[src/sv/dia_pkg.sv]
package dia_pkg;

  localparam int TABLE_ENTRIES = 256;
  localparam int SENSOR_BITS   = 4;
  localparam int IDX_W         = $clog2(TABLE_ENTRIES);
  localparam int CNT_W         = $clog2(TABLE_ENTRIES + 1);
  localparam int DENSE_W       = 8;
  localparam int USE_W         = 9;
  localparam int SOURCE_W      = 64;

  typedef struct packed {
    logic [3:0]          sensor_index;
    logic [SOURCE_W-1:0] source_id;
  } req_t;

  typedef struct packed {
    logic [DENSE_W-1:0] dense_id;
    logic               newly_assigned;
    logic               table_full;
    logic [USE_W-1:0]   entries_in_use;
  } rsp_t;

  typedef struct packed {
    logic [SENSOR_BITS-1:0] sensor;
    logic [SOURCE_W-1:0]    source;
  } key_t;

endpackage

[src/sv/dia_front.sv]
module dia_front (
  input  logic          clk,
  input  logic          rst,
  input  logic          req_valid,
  output logic          req_stall,
  input  dia_pkg::req_t req,
  output logic          key_valid,
  input  logic          key_ready,
  output dia_pkg::key_t key
);
  import dia_pkg::*;

  key_t       slot [2];
  logic       wr_ptr;
  logic       rd_ptr;
  logic [1:0] fill;
  logic       push;
  logic       pop;
  key_t       key_in;

  always_comb begin
    key_in.sensor = SENSOR_BITS'(req.sensor_index);
    key_in.source = req.source_id;
  end

  assign req_stall = (fill == 2'd2);
  assign push      = req_valid && !req_stall;
  assign key_valid = (fill != 2'd0);
  assign pop       = key_valid && key_ready;
  assign key       = slot[rd_ptr];

  always_ff @(posedge clk) begin
    if (push) begin
      slot[wr_ptr] <= key_in;
    end
  end

  always_ff @(posedge clk) begin
    if (rst) begin
      wr_ptr <= 1'b0;
      rd_ptr <= 1'b0;
      fill   <= 2'd0;
    end else begin
      if (push) begin
        wr_ptr <= !wr_ptr;
      end
      if (pop) begin
        rd_ptr <= !rd_ptr;
      end
      case ({push, pop})
        2'b10:   fill <= fill + 2'd1;
        2'b01:   fill <= fill - 2'd1;
        default: fill <= fill;
      endcase
    end
  end

endmodule

[config.mk]
export PLATFORM = sky130hd
export DESIGN_NAME = dia_front
export DESIGN_NICKNAME = d
export VERILOG_FILES = /design/src/sv/dia_pkg.sv /design/src/sv/dia_front.sv
export SDC_FILE = /design/constraint.sdc
export NUM_CORES = 1
export LEC_CHECK = 0
export ABC_AREA = 1
export ABC_CLOCK_PERIOD_IN_PS = 10300
export BUFFER_PORTS_ARGS = -buffer_cell sky130_fd_sc_hd__buf_2
export CELL_PAD_IN_SITES_DETAIL_PLACEMENT = 1
export CELL_PAD_IN_SITES_GLOBAL_PLACEMENT = 1
export CORE_MARGIN = 2
export CORE_UTILIZATION = 45
export CTS_CLUSTER_SIZE = 25
export DETAILED_ROUTE_END_ITERATION = 10
export GPL_ROUTABILITY_DRIVEN = 0
export PLACE_DENSITY = 0.92
export RECOVER_POWER = 25
export SLEW_MARGIN = 15
export SYNTH_ARGS = -nofsm -noshare
export SYNTH_HDL_FRONTEND = slang
export SYNTH_SLANG_ARGS = --single-unit
[constraint.sdc]
create_clock -name clk -period 10.3 [get_ports clk]
set_input_delay 2.575 -clock clk [delete_from_list [all_inputs] [get_ports clk]]
set_output_delay 2.575 -clock clk [all_outputs]
set_load 0.05 [all_outputs]
==> Word level (Yosys, flattened, before mapping) <==
Memory sizes are Yosys's and may differ from the RTL's. A register that Yosys moved wholly into a read port is not among the register bits.
Cells that the tools add are included.
{ "op_classes": {"addsub": 2, "mul": 0, "n_div": 0, "order_cmp": 0, "n_eq_ne": 3, "shift": 0, "n_mux": 5, "bitwise_logic": 0, "n_reduce_logical": 7} }
{ "op_table": {"columns": ["cell", "count"], "rows": [
  ["$eq A2 B2 Y1 const B", 2],
  ["$mux W1", 4],
  ["$pmux W2 S2", 1],
  ["$reduce_bool A2 Y1", 2],
  ["$logic_not A1 Y1", 3],
  ["$add A2 B1 Y2 const B", 1],
  ["$eq A2 B1 Y1 const B", 1],
  ["$logic_and A1 B1 Y1", 2],
  ["$sub A2 B1 Y2 const B", 1]
]} }
{ "totals": {"ff_bits": 4, "latchBits": 0, "ram_bits": 136, "rom_bits": 0, "inputBits": 72, "out_inout_bits": 70, "wordCells": 21, "mem_count": 1} }
{ "memory_table": {"columns": ["memory", "depth", "width", "rd", "rd_clocked_by_memory_dff", "wr", "line", "source"], "rows": [
  ["slot", 2, 68, 1, 1, 1, "dia_front.sv:13", "key_t slot [2];"]
]} }

==> Depth between registers and ports, before layout <==
{ "depth": {"word_depth": 5, "mapped_depth": 10, "depth_no_buf": 10} }

==> Worst setup path before layout <==
OpenSTA, ideal clock, no wires.
{ "synth_timing": {"path_kind": "input port to flip-flop", "start": "in req_valid", "end": "mem slot[0][0] in the netlist's numbering, enable pin", "setup_ps": 494, "arrival_ps": 5669, "required_ps": 9806, "setup_slack_ps": 4137, "path_stages": 4, "path_buffers": 0, "path_cell_list": "inv_1 -> nor2_1 -> inv_1 -> nor2_1"} }
{ "synth_via": {"elab_chain_len": 3} }
{ "synth_rtl": {"columns": ["item", "line", "source"], "rows": [
  ["start: declaration", "dia_front.sv:4", "input logic req_valid,"],
  ["$logic_and A1 B1 Y1", "dia_front.sv:27", "assign push = req_valid && !req_stall;"],
  ["$mux W1", "dia_front.sv:33", "if (push) begin"],
  ["$mux W1 (implied by the code)", "dia_front.sv:34", "slot[wr_ptr] <= key_in;"],
  ["end: declaration", "dia_front.sv:13", null]
]} }
No other way between the ends.

==> reports/metrics.cfg <==
[sta]
fin_skew_ps = 8.67
slew_viol_final = 0
fin_ws_ps = 5580
fmax_ghz = 0.212
slew_headroom = 0.302
period_minus_slack_ps = 4720
setup-tns-final_ps = 0
worstMarginPinSlew_ps = 1050
fin_crit_sh = 0.458
rsz0062_at_grt = false
setup_viol = 0
hold_viol_final = 0

[min_path]
hold_start = fill[1]
hp-class = reg2reg
holdPathStages = 2
hold_end = fill[1]

[layout]
drive_above_1_share = 0.529
multi_input_area_um2 = 957
fill_cells = 1072
syn_to_final_growth_pct = 27.0
final-seq-area_um2 = 4190
final_util = 0.583
fin_cells = 561
antenna_cells = 0
fin_nets = 479

[grt]
grt_pass1_wl_um = 16200
grt_util_met2 = 0.301
antenna_found_initial = 0
gr-total-overflow = 0
grt_pass1_vias = 3034
grt_usage = 0.173
met1_usage = 0.195
globalRouteMet3Util = 0.0506
grt_max_degree = 69
busiest_layer = met2

[floorplan]
design.die.area_um2 = 12500
core_um2 = 11400
die_w_um = 112
fp-row-count = 39
fp.dieH_um = 112
num_io_pins = 142
initial_core_util = 0.459

[clock_network]
post_cts_buffers = 0
cts_tree = yes
cts_resized = 0
path_clk_slew_ps = 50
clock_sinks = 141
cts_buffers = 17
htree_levels = 4
cts-root-buf = clkbuf_16
cts_max_path_buffers = 2
cts.hold.buffers_added = 0
clk_latency_ps = 410

[pwr]
power.switching_w = 0.000579
swShare = 0.319
vdd_drop_max_mv = 0.137
leakage_nw = 2.54
p_int_w = 0.00123
p_seq_frac = 0.411
power.share.clock = 0.345
power_frac_comb = 0.244
power_density_nw_per_um2 = 272

[drt]
drtAntennaViolNets = 0
drt_iter0_markers = 113
vias = 2769
dr.pass1.iters = 5
drt-total-wl_um = 10300
drc = 0
routedWlPerCell_um = 18.4
post_drt_via_cell_ratio = 4.94

[synth]
ys_warn_count = 0
synthTopCellsByArea = edfxtp_1, mux2_2, mux2_4
synthesis.nets = 325
post-synth-top-area-fraction = 0.779
ys_types = 14
avgSynthCellArea_um2 = 20.8
postSynthCellCount = 252
synth_seq_cells = 141
yosysSeqAreaShare = 0.798
syn_area_um2 = 5240
yosysTopAreaCell = edfxtp_1

[setup_path]
cp.required_ps = 7730
cp_cell_sequence = mux2_2, buf_2
reg2regPathDepth = 6
rrSetupSlack_ps = 7990
r2r_end = slot[0][2]
arrival_ps = 2140
start_kind = register
worstPathMaxFanout = 68
path_buf_inv = 1
slowest_delay_ps = 1020
slowest_stage = dfxtp_4
cp-end-kind = output port
rr_startpoint = fill[1]
critPathKind = reg2out
cp_top_family = flip-flops

[place]
place_inst = 530
dp_hpwl_um = 6650
io_buffers = 141
pre_cts_ws_ps = 5730

[run_status]
outcome = complete, no violations

[flow_run]
drv_cap = 0

[worst max-delay path by stage]
stage              start          end  slack (ps)  cells past startpoint
2_1_floorplan  req_valid   slot[0][0]        4140                      4
3_3_place_gp   req_valid  slot[0][43]        5850                      6
3_5_place_dp   req_valid  slot[0][60]        5730                      6
4_1_cts         register       key[3]        5560                      2
5_1_grt         register      key[63]        5480                      2
6_report        register       key[3]        5580                      2
[cells in the final DEF (no fill, tap or decap), types with 2 or more instances in the layout]
master        n
mux2_2       48
dfxtp_1       4
mux2_4       20
clkinvlp_4    2
bufinv_16     4
o21ai_0       2
clkbuf_16    17
buf_4         2
nor2_1       11
clkinv_4      2
nand2_1       8
buf_2       120
edfxtp_1    136
inv_1         9
clkbuf_1     23
clkinv_2      3
[cell usage after synthesis, drive strengths merged]
master / count
nor2: 12
nand2: 8
nand4: 1
a21oi: 1
buf: 8
edfxtp: 136
o21ai: 2
ha: 1
mux2: 68
dfxtp: 5
inv: 10
[area by class of cell]
cell class,count,share of cell area
Sequential cell,141,0.629
Multi-Input combinational cell,93,0.144
Timing Repair Buffer,143,0.104
Clock buffer,19,0.0650
Tap cell,143,0.0269
Clock inverter,12,0.0257
Inverter,10,0.00564
[sequential cells by signal, indices dropped and copies added, names as in the netlist, named ones only]
| name | cells |
|---|---|
| rd_ptr | 1 |
| slot | 136 |
| fill | 2 |
| wr_ptr | 1 |
[logic make-up (layout without fill, tap and decap cells)]
logic type | after synthesis | in the layout | synth area share
DFF | 141 | 141 | 0.798
muxes | 68 | 68 | 0.160
and+or+nand+nor | 21 | 21 | 0.0155
buffers and inverters | 18 | 184 | 0.0210
AOI/OAI and AO/OA | 3 | 3 | 0.00286
adders and majority gates | 1 | 1 | 0.00239
[routing by layer]
layer | share of wire | up-vias
li1 | - | 1279
met4 | 0.026 | 0
met3 | 0.060 | 20
met2 | 0.52 | 125
met1 | 0.40 | 1345
met5 | 0 | -
[power by group through the flow]
stage	combinational, W	sequential [W]	clock [W]
floorplan	0.000381	0.000729	0
global placement	0.000436	0.000752	0
detailed placement	0.000445	0.000757	0
CTS	0.000448	0.000747	0.000637
global route	0.000464	0.000754	0.000659
finish	0.000441	0.000745	0.000626
[through the flow]
step	power (W)	area (um2)	hold WS, ps
4_1_cts	0.00183	6690	534
3_3_place_gp	0.00119	6080	482
3_5_place_dp	0.00120	6080	510
6_report	0.00181	6660	527
5_1_grt	0.00188	6660	571
2_1_floorplan	0.00111	5240	465
[tightest hold or removal path: stages, from the launching register on]
cell     delay [ps]
dfxtp_1         320
nor2_1          110
nor2_1           50
No activity file was read; power rests on OpenSTA's default activity.
